$ cat src/rtl/core/decp_pkg.sv
// Shared types, character codes and the character classifier for the
// ASCII decimal parser. No dependencies.
package decp_pkg;

  // ASCII codes the parser cares about
  localparam logic [7:0] CHAR_NUL   = 8'h00;
  localparam logic [7:0] CHAR_TAB   = 8'h09;
  localparam logic [7:0] CHAR_SPACE = 8'h20;
  localparam logic [7:0] CHAR_ZERO  = 8'h30;
  localparam logic [7:0] CHAR_NINE  = 8'h39;

  localparam int unsigned NUM_W = 64;

  // parse phase, one-hot
  typedef enum logic [3:0] {
    PH_LEAD   = 4'b0001,
    PH_DIGITS = 4'b0010,
    PH_TRAIL  = 4'b0100,
    PH_FAIL   = 4'b1000
  } phase_e;

  // decoded view of one character
  typedef struct packed {
    logic       is_term;
    logic       is_blank;
    logic       is_digit;
    logic [3:0] digit;
  } char_class_t;

  function automatic char_class_t classify(input logic [7:0] c);
    char_class_t r;
    logic [7:0]  off;
    off        = c - CHAR_ZERO;
    r.is_term  = (c == CHAR_NUL);
    r.is_blank = (c == CHAR_SPACE) || (c == CHAR_TAB);
    r.is_digit = (c >= CHAR_ZERO) && (c <= CHAR_NINE);
    r.digit    = off[3:0];
    return r;
  endfunction

endpackage

$ cat src/rtl/core/decp_in_stage.sv
// Input register for the decimal parser: holds one character until the
// parse stage takes it. Depends on nothing.
module decp_in_stage (
  input  logic       clk_i,
  input  logic       rst_ni,
  input  logic       valid_i,
  output logic       ready_o,
  input  logic [7:0] char_i,
  output logic       valid_o,
  output logic [7:0] char_o,
  input  logic       take_i
);

  logic       valid_q, valid_d;
  logic [7:0] char_q;
  logic       load;

  // free when empty or when the held character leaves this cycle
  assign ready_o = !valid_q || take_i;
  assign load    = valid_i && ready_o;

  always_comb begin
    valid_d = valid_q;
    if (load) begin
      valid_d = 1'b1;
    end else if (take_i) begin
      valid_d = 1'b0;
    end
  end

  always_ff @(posedge clk_i or negedge rst_ni) begin
    if (!rst_ni) begin
      valid_q <= 1'b0;
    end else begin
      valid_q <= valid_d;
    end
  end

  // payload, no reset
  always_ff @(posedge clk_i) begin
    if (load) begin
      char_q <= char_i;
    end
  end

  assign valid_o = valid_q;
  assign char_o  = char_q;

endmodule

$ cat src/rtl/core/decp_parse.sv
// Parse stage: phase machine and 64-bit accumulator, updated once per
// character. Depends on decp_pkg.
module decp_parse (
  input  logic                      clk_i,
  input  logic                      rst_ni,
  input  logic                      valid_i,
  input  logic [7:0]                char_i,
  input  logic                      out_space_i,
  output logic                      take_o,
  output logic                      res_valid_o,
  output logic                      res_ok_o,
  output logic [decp_pkg::NUM_W-1:0] res_number_o
);
  import decp_pkg::*;

  phase_e             phase_q, phase_d;
  logic [NUM_W-1:0]   acc_q, acc_d;
  char_class_t        cls;
  logic [NUM_W+3:0]   mac;
  logic               ovf;
  logic               good;

  assign cls = classify(char_i);

  // terminator needs room in the result register
  assign take_o = valid_i && (!cls.is_term || out_space_i);

  // acc*10 + digit as (acc<<3) + (acc<<1) + digit, overflow in the top bits
  assign mac = {1'b0, acc_q, 3'b000} + {3'b000, acc_q, 1'b0} + (NUM_W+4)'(cls.digit);
  assign ovf = |mac[NUM_W+3:NUM_W];

  assign good = (phase_q == PH_DIGITS) || (phase_q == PH_TRAIL);

  // next phase and accumulator
  always_comb begin
    phase_d = phase_q;
    acc_d   = acc_q;
    if (take_o) begin
      if (cls.is_term) begin
        phase_d = PH_LEAD;
        acc_d   = '0;
      end else begin
        unique case (phase_q)
          PH_LEAD: begin
            if (cls.is_digit) begin
              phase_d = PH_DIGITS;
              acc_d   = NUM_W'(cls.digit);
            end else if (!cls.is_blank) begin
              phase_d = PH_FAIL;
              acc_d   = '0;
            end
          end
          PH_DIGITS: begin
            if (cls.is_blank) begin
              phase_d = PH_TRAIL;
            end else if (cls.is_digit && !ovf) begin
              acc_d = mac[NUM_W-1:0];
            end else begin
              phase_d = PH_FAIL;
              acc_d   = '0;
            end
          end
          PH_TRAIL: begin
            if (!cls.is_blank) begin
              phase_d = PH_FAIL;
              acc_d   = '0;
            end
          end
          PH_FAIL: begin
            // swallow until terminator
          end
          default: begin
            phase_d = PH_FAIL;
            acc_d   = '0;
          end
        endcase
      end
    end
  end

  always_ff @(posedge clk_i or negedge rst_ni) begin
    if (!rst_ni) begin
      phase_q <= PH_LEAD;
      acc_q   <= '0;
    end else begin
      phase_q <= phase_d;
      acc_q   <= acc_d;
    end
  end

  // result on the terminator transfer
  assign res_valid_o  = take_o && cls.is_term;
  assign res_ok_o     = good;
  assign res_number_o = good ? acc_q : '0;

  // accumulator is clear whenever no digits are held
  a_lead_acc_zero: assert property (@(posedge clk_i) disable iff (!rst_ni)
    (phase_q == PH_LEAD) |-> (acc_q == '0))
    else $error("accumulator not clear in leading phase");

  a_fail_acc_zero: assert property (@(posedge clk_i) disable iff (!rst_ni)
    (phase_q == PH_FAIL) |-> (acc_q == '0))
    else $error("accumulator not clear in failed phase");

  a_term_to_lead: assert property (@(posedge clk_i) disable iff (!rst_ni)
    res_valid_o |=> (phase_q == PH_LEAD))
    else $error("phase not back to leading after terminator");

endmodule

$ cat src/rtl/core/decp_out_stage.sv
// Result register for the decimal parser: holds ok and number until the
// receiver takes them. Depends on decp_pkg.
module decp_out_stage (
  input  logic                       clk_i,
  input  logic                       rst_ni,
  input  logic                       load_i,
  input  logic                       ok_i,
  input  logic [decp_pkg::NUM_W-1:0] number_i,
  output logic                       space_o,
  output logic                       valid_o,
  input  logic                       ready_i,
  output logic                       ok_o,
  output logic [decp_pkg::NUM_W-1:0] number_o
);
  import decp_pkg::*;

  logic             valid_q, valid_d;
  logic             ok_q;
  logic [NUM_W-1:0] number_q;

  // room when empty or when the held result leaves now
  assign space_o = !valid_q || ready_i;

  always_comb begin
    valid_d = valid_q;
    if (load_i) begin
      valid_d = 1'b1;
    end else if (ready_i) begin
      valid_d = 1'b0;
    end
  end

  always_ff @(posedge clk_i or negedge rst_ni) begin
    if (!rst_ni) begin
      valid_q <= 1'b0;
    end else begin
      valid_q <= valid_d;
    end
  end

  always_ff @(posedge clk_i) begin
    if (load_i) begin
      ok_q     <= ok_i;
      number_q <= number_i;
    end
  end

  assign valid_o  = valid_q;
  assign ok_o     = ok_q;
  assign number_o = number_q;

endmodule

$ cat src/rtl/core/decimal_uint64_parser.sv
// ASCII decimal string to 64-bit unsigned value.
// Usage:
//   Input channel (in_valid_i / in_ready_o / character_i) carries one ASCII
//   character per transfer; a zero character ends the string. Leading and
//   trailing spaces or tabs are allowed around the digits. Every other
//   character, or a value past 2^64-1, fails the string.
//   Output channel (out_valid_o / out_ready_i / ok_o / number_o) carries one
//   result per terminator; number_o is zero when ok_o is low.
// Throughput: one character per cycle while no held result blocks a
//   terminator, set by the single parse stage that updates phase and
//   accumulator (shift-and-add times ten) each cycle.
// Path: a terminator goes from the input register to the result register.
// Stall: a held result blocks the next terminator in the input register,
//   and with it the input channel; characters ahead of that terminator keep
//   flowing while the receiver holds off.
// Reset: rst_ni clears the valid flags of both channel registers, returns
//   to the leading-blank phase and clears the accumulator.
// Depends on decp_pkg, decp_in_stage, decp_parse, decp_out_stage.
module decimal_uint64_parser (
  input  logic                       clk_i,
  input  logic                       rst_ni,
  input  logic                       in_valid_i,
  output logic                       in_ready_o,
  input  logic [7:0]                 character_i,
  output logic                       out_valid_o,
  input  logic                       out_ready_i,
  output logic                       ok_o,
  output logic [decp_pkg::NUM_W-1:0] number_o
);
  import decp_pkg::*;

  logic             st_valid;
  logic [7:0]       st_char;
  logic             take;
  logic             out_space;
  logic             res_valid;
  logic             res_ok;
  logic [NUM_W-1:0] res_number;

  decp_in_stage u_in (
    .clk_i   (clk_i),
    .rst_ni  (rst_ni),
    .valid_i (in_valid_i),
    .ready_o (in_ready_o),
    .char_i  (character_i),
    .valid_o (st_valid),
    .char_o  (st_char),
    .take_i  (take)
  );

  decp_parse u_parse (
    .clk_i        (clk_i),
    .rst_ni       (rst_ni),
    .valid_i      (st_valid),
    .char_i       (st_char),
    .out_space_i  (out_space),
    .take_o       (take),
    .res_valid_o  (res_valid),
    .res_ok_o     (res_ok),
    .res_number_o (res_number)
  );

  decp_out_stage u_out (
    .clk_i    (clk_i),
    .rst_ni   (rst_ni),
    .load_i   (res_valid),
    .ok_i     (res_ok),
    .number_i (res_number),
    .space_o  (out_space),
    .valid_o  (out_valid_o),
    .ready_i  (out_ready_i),
    .ok_o     (ok_o),
    .number_o (number_o)
  );

  // a failed string always reports a zero value
  a_fail_number_zero: assert property (@(posedge clk_i) disable iff (!rst_ni)
    (out_valid_o && !ok_o) |-> (number_o == '0))
    else $error("nonzero number on failed result");

endmodule
$ cat config.mk
export PLATFORM = sky130hd
export DESIGN_NAME = decimal_uint64_parser
export DESIGN_NICKNAME = d
export VERILOG_FILES = /design/src/rtl/core/decp_pkg.sv /design/src/rtl/core/decp_in_stage.sv /design/src/rtl/core/decp_parse.sv /design/src/rtl/core/decp_out_stage.sv /design/src/rtl/core/decimal_uint64_parser.sv
export SDC_FILE = /design/constraint.sdc
export NUM_CORES = 1
export LEC_CHECK = 0
export BUFFER_PORTS_ARGS = -buffer_cell sky130_fd_sc_hd__buf_2
export CAP_MARGIN = 20
export CELL_PAD_IN_SITES_DETAIL_PLACEMENT = 1
export CELL_PAD_IN_SITES_GLOBAL_PLACEMENT = 1
export CORE_ASPECT_RATIO = 0.8
export CORE_MARGIN = 10
export CORE_UTILIZATION = 43
export DETAILED_ROUTE_END_ITERATION = 12
export GPL_TIMING_DRIVEN = 0
export PLACE_DENSITY_LB_ADDON = 0.1
export SLEW_MARGIN = 30
export SYNTH_ARGS = -nofsm -noshare
export SYNTH_HDL_FRONTEND = slang
export SYNTH_SLANG_ARGS = --single-unit
$ cat constraint.sdc
create_clock -name clk_i -period 4.2 [get_ports clk_i]
set_clock_uncertainty 0.2 [all_clocks]
set_input_delay 0.42 -clock clk_i [delete_from_list [all_inputs] [get_ports clk_i]]
set_output_delay 0.42 -clock clk_i [all_outputs]
set_load 0.03 [all_outputs]
# Word-level counts from Yosys, hierarchy flattened
# Cells that the tools add are included.
[op_classes]
n_addsub = 3
order_cmp = 2
n_eq_ne = 9
n_mux = 16
reduce_logical = 20
[ops]
columns = ["cell", "count"]
rows = [
  ["$mux 64", 5],
  ["$pmux 64 s4", 1],
  ["$add 67x65->68", 1],
  ["$add 68x4->68", 1],
  ["$mux 4", 5],
  ["$pmux 4 s4", 1],
  ["$eq 8x4->1 const B", 1],
  ["$eq 8x6->1 const B", 1],
  ["$ge 8x6->1 const B", 1],
  ["$le 8x6->1 const B", 1],
  ["$logic_not 8->1", 1],
  ["$reduce_and 3->1", 2],
  ["$logic_and 1x1->1", 5],
  ["$logic_or 1x1->1", 5],
  ["$eq 4x1->1 const B", 1],
  ["$eq 4x2->1 const B", 1],
  ["$eq 4x3->1 const B", 1],
  ["$eq 4x4->1 const B", 1],
  ["$logic_not 1->1", 4],
  ["$mux 1", 4],
  ["$ne 4x2->1 const B", 1],
  ["$reduce_bool 2->1", 2],
  ["$reduce_or 4->1", 1],
  ["$sub 4x1->4 const B", 1],
  ["2 further kinds", 2],
]
[word_totals]
regBits = 143
inputBits = 12
out_inout_bits = 67
word_cells = 57

# Depth between registers and ports, before layout
# Gate-level depths: netlist of the first run.
[logic_depth]
depth_word = 9
depth_mapped = 15

# Hierarchy
# Synthesis of the first run repeated with hierarchy kept, for this count alone.
[hier_totals]
hier_cells = 1082
area_unflattened_um2 = 10523.8
[modules_own_cells]
columns = ["module", "n_inst", "cells_per_inst", "area_each_um2"]
rows = [
  ["decp_parse", 1, 1002, 8230.4],
  ["decp_out_stage", 1, 68, 1999.4],
  ["decp_in_stage", 1, 12, 294.0],
]

# Worst setup path after synthesis of the first run
# OpenSTA, ideal clock, no wires.
[synth_timing]
path_type = "flip-flop to flip-flop"
start = "reg u_in.char_q[3] (netlist: u_in.char_o[3])"
end = "reg u_parse.phase_q[2]"
arrival_ps = 3780
slack_ps = 95
stages_incl_launch_ff = 14
path_buffers = 0
period_less_slack_ps = 4105
cell_sequence = "edfxtp_1 inv_1 fa_1 fa_1 nand2b_1 a21oi_1 nor2_1 o41ai_2 a22oi_1 o31a_1 o311ai_1 o2bb2a_1 a21oi_2 mux2_2"
[synth_between]
elab_chain_cells = 7
[synth_lines]
columns = ["element", "line_no", "source"]
rows = [
  ["start, declared", "decp_in_stage.sv:15", "logic [7:0] char_q;"],
  ["start signal, assigned", "decp_in_stage.sv:42", "char_q <= char_i;"],
  ["$sub 4x1->4", "decp_pkg.sv:33", "off = c - CHAR_ZERO;"],
  ["$add 68x4->68", "decp_parse.sv:29", "assign mac = {1'b0, acc_q, 3'b000} + {3'b000, acc_q, 1'b0} + (NUM_W+4)'(cls.digit);"],
  ["$reduce_or 4->1", "decp_parse.sv:30", "assign ovf = |mac[NUM_W+3:NUM_W];"],
  ["$logic_not 1->1", "decp_parse.sv:56", "end else if (cls.is_digit && !ovf) begin"],
  ["$logic_and 1x1->1", "decp_parse.sv:56", ""],
  ["$ne 4x2->1 (no source line)", "--", ""],
  ["$reduce_and 3->1 (no source line)", "--", ""],
  ["end signal, assigned", "decp_parse.sv:86", "phase_q <= phase_d;"],
  ["end, declared", "decp_parse.sv:16", "phase_e phase_q, phase_d;"],
]
# Parallel ways exist; a longest one is shown, timed or not.
# A chain may end at the register's enable or synchronous reset.

# Worst setup path in the final report of the first run
[layout_timing]
start = "reg u_in.char_q[3] (netlist: u_in.char_o[3])"
end = "reg u_parse.acc_q[0]"
[layout_between]
elab_chain_cells = 9
[layout_lines]
columns = ["element", "line_no", "source"]
rows = [
  ["$sub 4x1->4", "decp_pkg.sv:33", ""],
  ["$add 68x4->68", "decp_parse.sv:29", ""],
  ["$reduce_or 4->1", "decp_parse.sv:30", ""],
  ["$logic_not 1->1", "decp_parse.sv:56", ""],
  ["$logic_and 1x1->1", "decp_parse.sv:56", ""],
  ["$mux 64", "decp_parse.sv:56", ""],
  ["$mux 64", "decp_parse.sv:54", "if (cls.is_blank) begin"],
  ["$pmux 64 s4", "decp_parse.sv:43", "unique case (phase_q)"],
  ["$mux 64", "decp_parse.sv:39", "if (cls.is_term) begin"],
  ["end signal, assigned", "decp_parse.sv:84", "acc_q <= '0;"],
  ["end signal, assigned", "decp_parse.sv:87", "acc_q <= acc_d;"],
  ["end, declared", "decp_parse.sv:17", "logic [NUM_W-1:0] acc_q, acc_d;"],
]
# Parallel ways exist; a longest one is shown, timed or not. The select of a mux whose other input is x is not followed.

==> run summary, run 1 <==
register bit total from synthesis: 143
crit path from: u_in.char_o[3]$_DFFE_PP_
final period utilization: 96.65%
GR Overflow Total: 0
crit-path cells: inv_2, fa_2, inv_1, ha_4, a211oi_4, o21ai_4, o21ai_4, o21ai_4, a31oi_4, o31ai_4, a41o_1, a21oi_4, o2111ai_4, buf_4, buf_6, nand2_1, a22o_1
switch share: 24.38%
outcome: finished clean
Design Power: 3.034 mW
Setup crit start kind: flip-flop
Die Span Y: 156.7 um
FFs w/ async S/R, synth: 48.95%
drt total wl: 29.79 mm
Leakage: 4.948 nW
iteration-0 DRC count of the detailed router: 406
register area share after synthesis: 39.27%
NetSw: 0.7398 mW
DRC Markers: 0
Reg-to-Reg End: u_parse.acc_q[0]$_DFFE_PN0P_
share of cells above drive strength 1: 17.53%
Mapped Nets: 1208
GPL Wtd Cong: 0.8389
Ports: 79
Worst-Margin Slew: 1022 ps
dominant cells by area after synthesis: edfxtp_1 22%, dfrtp_1 17%, ha_1 16%
EDFF count, synth: 73
drt first pass iters: 4
Die Wd: 190.9 um
maximum clock insertion buffer count: 2
Slew Viols, Final: 0
TritonCTS Buffers: 17
Critical Path End Type: flip-flop
post-layout min period: 4059 ps
largest net degree at the start of global routing: 40
HP Class: in2reg
initial antenna violation count: 0
nets: 1349
Worst R2R Setup Slack: 140 ps
ant diodes: 0
ANT nets after route: 0
most used cell, CP: o21ai_4
WL per Instance: 19.51 um
Critical path buffers and inverters: 4
Tot GR Track Use: 20.21%
Clock Power Share: 48.2%
Internal Power: 2.295 mW
initial core utilization: 44.17%
die area: 0.02991 mm2
Via density: 5.568
Syn Area/Cell: 9.415 um2
crit-path leading delay family: compound AO/OA/AOI/OAI gates
Syn. warnings: 0
synthesis-to-layout area growth: 20.84%
Synth Cell Area: 0.01005 mm2
Main synth FF type: edfxtp_1
crit path to: u_parse.acc_q[0]$_DFFE_PN0P_
vias in the first global route: 8839
area leader, netlist: edfxtp_1
Critical Path Fanout Max: 4
root buffer cell: clkbuf_16
Sink Count: 143
port buffer count: 78
WP data arrival: 4230 ps
post-synthesis cell type count: 72
Synth Instances: 1067
H-tree depth: 4
first-pass GRT wire length: 48.56 mm
# setup viols final: 0
maximum clock rate: 246.4 MHz
worst skew pair latency: 430 ps
hold_ws: 115.5 ps
critical path depth: 17
Rows: 49
post-synth top area share: 21.82%
CTS tree: yes
FF-to-FF Start: u_in.char_o[3]$_DFFE_PP_
worst r2r path cells: 17
PwrDens: 250.0 mW/mm2
final hold violations: 0
max_cap viols: 0
TNS Setup: 0 ps
DPL Wire Length: 22.16 mm
Req. time, crit path: 4370 ps
via count: 8502
area of the core: 0.02275 mm2
power share of the sequential group: 48.8%
max_slew headroom: 31.89%
clock transition at the registers of the reported paths: 70 ps
Worst IR Drop VDD: 0.2542 mV
CP peak stage delay: 610 ps
combinational power share: 2.9%
slowest library cell on the worst path: fa_2
Fillers: 2574
CP Class: reg2reg
==> cell usage after synthesis, drive strengths merged (2+ instances only) <==
cell type,count
clkbuf,32
o31a,3
a211o,2
a21o,20
fa,2
xor2,26
or2,2
inv,28
o221a,3
and2,5
a22oi,5
nand3b,3
nor4,5
a21boi,5
a21oi,93
nand2,135
ha,127
o41ai,4
edfxtp,73
a221oi,2
buf,7
o31ai,9
xnor2,33
a311oi,2
nor2b,66
nand3,9
a31oi,7
o211ai,5
nand4,20
o22ai,2
nor3,17
o21ba,2
and3,4
nor2,62
o21a,14
a211oi,4
dfrtp,69
o21ai,118
o21bai,8
nand2b,8
nor3b,2
or3,6
==> cell families (layout without fill, tap and decap cells) <==
kind of cell	after synthesis	count (layout)	share of synthesized area, %
mux	2	2	0.2117
compound gates	320	321	19.90
simple gates	347	347	16.50
buf+inv	67	220	2.752
fa+ha+maj	129	129	16.22
flops	143	143	39.27
xor+xnor	59	59	5.144
==> per-layer routing <==
| metal | global-route usage (%) | vias to the layer above | share of wire [%] |
|---|---|---|---|
| met2 | 31.78 | 122 | 46 |
| met4 | 4.491 | 0 | 1.1 |
| li1 | - | 4178 | - |
| met5 | 0 | - | 0 |
| met1 | 28.49 | 4182 | 49 |
| met3 | 3.265 | 20 | 4.3 |
==> stage by stage <==
step           instance area (um2)  instances  util (%)  worst slack [ps]
3_3_place_gp                 10820       1451     47.57            -864.4
5_1_grt                      12140       1527     53.37            -30.07
3_5_place_dp                 10870       1453     47.77            -964.9
6_report                     12140       1527     53.37             140.9
4_1_cts                      11870       1513     52.18            -12.02
2_1_floorplan                10050       1067         -             95.38
==> area by class of cell <==
cell class	count	area, um2	share of cell area [%]
Multi-Input combinational cell	858	6141	50.59
Sequential cell	143	3945	32.50
Timing Repair Buffer	125	823.3	6.782
Clock buffer	18	439.2	3.618
Tap cell	306	382.9	3.154
Buffer	35	178.9	1.474
Clock inverter	14	123.9	1.020
Inverter	28	105.1	0.8658
==> sequential cells by signal, summed over array words and instances (netlist names) <==
register         cells
u_in.char_o          8
u_in.valid_o         1
u_out.number_o      64
u_out.ok_o           1
u_out.valid_o        1
u_parse.acc_q       64
u_parse.phase_q      4
==> worst reg2reg max path, cell delays in order (launching register included) <==
cell and delay [ps]:
edfxtp_1 370, inv_2 70, fa_2 610, inv_1 80, ha_4 250, a211oi_4 250
o21ai_4 120, o21ai_4 220, o21ai_4 90, a31oi_4 280, o31ai_4 110, a41o_1 330
a21oi_4 270, o2111ai_4 210, buf_4 230, buf_6 110, nand2_1 70, a22o_1 130
==> cells in the final DEF (no fill, tap or decap), types with 44 or more instances in the layout <==
cell type  Yosys  routed
nand2_1      135     135
ha_1         127     123
a21oi_1       91      87
buf_2          1      78
edfxtp_1      73      73
dfrtp_1       69      69
o21ai_1       66      67
nor2b_1       66      66
nor2_1        62      61
o21ai_0       51      44
==> worst min path at each step <==
stage                                    from                        endpoint  cells after the start
2_1_floorplan                          rst_ni        u_in.valid_o$_DFFE_PN0P_                      0
3_3_place_gp   u_parse.phase_q[0]$_DFFE_PN1P_  u_parse.phase_q[0]$_DFFE_PN1P_                      2
3_5_place_dp                           rst_ni   u_parse.acc_q[17]$_DFFE_PN0P_                      1
4_1_cts                           out_ready_i       u_out.valid_o$_DFFE_PN0P_                      3
5_1_grt                           out_ready_i       u_out.valid_o$_DFFE_PN0P_                      3
6_report                          out_ready_i       u_out.valid_o$_DFFE_PN0P_                      3
==> power groups by stage <==
stage                     clock network [mW]  registers [mW]  logic, mW
final                                   1.46            1.48     0.0893
after global routing                    1.57            1.48     0.0990
after CTS                               1.50            1.48     0.0843
after detailed placement                   0            1.51     0.0748
after global placement                     0            1.51     0.0701
after floorplan                            0            1.51     0.0329
==> repair_timing <==
item	4_1_cts	5_1_grt
hold endpoints to repair	39	0
pin swaps	14	24
resized for setup	39	33
buffers inserted	15	18
hold buffers	10	0
gates cloned	3	0
endpoints found under the setup margin	68	66
(Power assumes the default switching activity.)
==> run 2: changes to the inputs <==
Settings changed: CORE_ASPECT_RATIO 0.8 to unset, SETUP_SLACK_MARGIN set to 0.5.
==> run 2 against run 1 <==
  * Sequential power barely moved
  * Worst hold slack got worse by 11 ps
  * Maximum frequency rose by 1.4%
  * Global-route usage fell by 0.18 points
  * Sequential share of layout area fell by 1.5 points
  * First-iteration DRC count rose by 15%
  * Largest power group is now clock
  * Final cell count rose by 1.2%
  * Count of clock-buffer cells in the layout rose by 1
  * Die area fell by 0.12%
==> run summary, run 2 (synthesis gave the netlist of run 1 again) <==
CTS tree: yes
Fillers: 2576 (+0.078%)
hold depth: 3 (unchanged)
GPL Wtd Cong: 0.8343 (-0.55%)
Die Span Y: 172.9 um (+10%)
root buffer cell: clkbuf_16
Leakage: 5.113 nW (+3.3%)
H-tree depth: 4 (unchanged)
outcome: finished clean
synthesis-to-layout area growth: 26.78%
Critical Path Fanout Max: 6 (+2)
met1 GRT Util: 24.35% (-4.1 points)
post-layout min period: 4002 ps (-57.44 ps)
DRC Markers: 0 (unchanged)
share of cells above drive strength 1: 25.47% (+7.9 points)
commonest non-fill, non-tap cells in the layout: 135 x nand2_1, 103 x ha_1, 78 x buf_2
max_slew headroom: 44.41% (+13 points)
die area: 0.02988 mm2 (-0.12%)
WP data arrival: 4180 ps (-50 ps)
first-pass GRT wire length: 49.39 mm (+1.7%)
Sink Count: 143 (unchanged)
Rows: 55 (+12%)
port buffer count: 78 (unchanged)
maximum clock rate: 249.9 MHz (+1.4%)
maximum clock insertion buffer count: 2 (unchanged)
area of the core: 0.02285 mm2 (+0.45%)
FF-to-FF Start: u_parse.acc_q[0]$_DFFE_PN0P_
TritonCTS Buffers: 17 (unchanged)
max_cap viols: 0 (unchanged)
WL per Instance: 20.22 um (+3.7%)
final core utilization: 55.74% (+2.4 points)
GR Util met3: 3.659% (+0.39 points)
PwrDens: 241.7 mW/mm2 (-3.3%)
final period utilization: 95.28% (-1.4 points)
Via density: 5.664 (+1.7%)
M2 GR Usage: 34.89% (+3.1 points)
HP Class: in2reg
initial antenna violation count: 0 (unchanged)
Design Power: 3.078 mW (+1.4%)
clock transition at the registers of the reported paths: 70 ps (about the same)
vias in the first global route: 9388 (+6.2%)
final hold violations: 0 (unchanged)
most common cell after layout, fill and taps aside: nand2_1
setup ws final: 198.3 ps (+57.44 ps)
Worst R2R Setup Slack: 200 ps (+60 ps)
Tot GR Track Use: 20.03% (-0.18 points)
crit path from: u_parse.acc_q[0]$_DFFE_PN0P_
via count: 8757 (+3.0%)
Hold Crit Start: out_ready_i
unrepaired setup endpoints after global routing: true
Die Wd: 172.9 um (-9.5%)
GR Overflow Total: 0 (unchanged)
nets: 1361 (+0.89%)
Req. time, crit path: 4370 ps (about the same)
Slew Viols, Final: 0 (unchanged)
Hold Path Sink: u_out.valid_o$_DFFE_PN0P_
worst skew pair latency: 450 ps (+20 ps)
layer carrying the most global-route usage: met2
ant diodes: 0 (unchanged)
Worst IR Drop VDD: 0.2360 mV (-7.2%)
Critical Path End Type: flip-flop
Setup crit start kind: flip-flop
drt total wl: 31.27 mm (+5.0%)
Reg-to-Reg End: u_parse.acc_q[17]$_DFFE_PN0P_
worst r2r path cells: 16 (-1)
ANT nets after route: 0 (unchanged)
CP Class: reg2reg
drt first pass iters: 4 (unchanged)
Worst-Margin Slew: 833.9 ps (-187.8 ps)
iteration-0 DRC count of the detailed router: 467 (+15%)
DPL Wire Length: 21.68 mm (-2.2%)
Ports: 79 (unchanged)
initial core utilization: 43.97% (-0.20 points)
largest net degree at the start of global routing: 45 (+13%)
pre-CTS setup slack: -371.3 ps (+593.6 ps)
# setup viols final: 0 (unchanged)
==> run 2: changes by cell type in the layout (fill, tap and decap cells not counted), moves of 6 or more <==
cell,delta
o21ai_1,-40
ha_4,+11
ha_2,+9
buf_4,+6
a21oi_1,-12
ha_1,-20
a21oi_2,+10
o21ai_2,+41
clkbuf_2,+10
==> run 2: stage by stage <==
| stage | cells | setup TNS (ps) | area (um2) | hold WS, ps |
|---|---|---|---|---|
| finish | 1546 | 0 | 12740 | 104.8 |
| global route | 1546 | 0 | 12740 | 122.5 |
| CTS | 1531 | 0 | 12250 | 94.36 |
| detailed placement | 1460 | -21330 | 10950 | 177.2 |
| global placement | 1458 | -41640 | 10900 | 312.2 |
| floorplan | 1067 | 0 | 10110 | -75.59 |
==> run 2: timing repair <==
item	CTS	global route
setup endpoints to repair	68	68
pin swaps	32	32
buffers inserted	26	15
hold buffers	10	0
endpoints found under the hold margin	35	0
cloned	3	0
resized for setup	69	116
==> run 2: worst max path at each step <==
| stage | to | slack [ps] | cells after the start |
|---|---|---|---|
| 2_1_floorplan | u_parse.phase_q[2]$_DFFE_PN0P_ | 500 | 14 |
| 3_3_place_gp | u_out.number_o[28]$_SDFFCE_PN0P_ | -380 | 4 |
| 3_5_place_dp | u_parse.acc_q[51]$_DFFE_PN0P_ | -370 | 15 |
| 4_1_cts | u_parse.acc_q[25]$_DFFE_PN0P_ | 220 | 15 |
| 5_1_grt | u_parse.acc_q[17]$_DFFE_PN0P_ | 60 | 16 |
| 6_report | u_parse.acc_q[17]$_DFFE_PN0P_ | 200 | 16 |
==> run 2: metal layers <==
metal	vias up	routed length, um
met1	4358	13340
li1	4205	-
met3	46	1302
met2	148	15890
met4	0	740
met5	-	0
==> run 2: power breakdown <==
group          switching (mW)  internal, mW
sequential            0.00842          1.47
clock                   0.673         0.826
combinational          0.0651        0.0321
total                   0.746          2.33
==> run 2: area by class of cell <==
type	instances	area, um2	share of cell area (%)
Buffer	39	239.0	1.876
Clock buffer	19	432.9	3.399
Clock inverter	13	127.6	1.002
Inverter	28	105.1	0.8252
Multi-Input combinational cell	858	6578	51.65
Sequential cell	143	3948	31.00
Tap cell	313	391.6	3.075
Timing Repair Buffer	133	914.6	7.181
==> run 2: worst max-delay path, cell delays in order (launching register included) <==
cell and delay (ps):
dfrtp_1 390, inv_2 60, fa_2 600, inv_1 120, ha_4 270, a211oi_2 240
o21ai_2 120, o21ai_2 230, o21ai_4 100, a31oi_4 270, o31ai_4 110, a41o_1 250
a21oi_4 240, o2111ai_4 180, buf_12 230, buf_4 170, o21ai_2 140
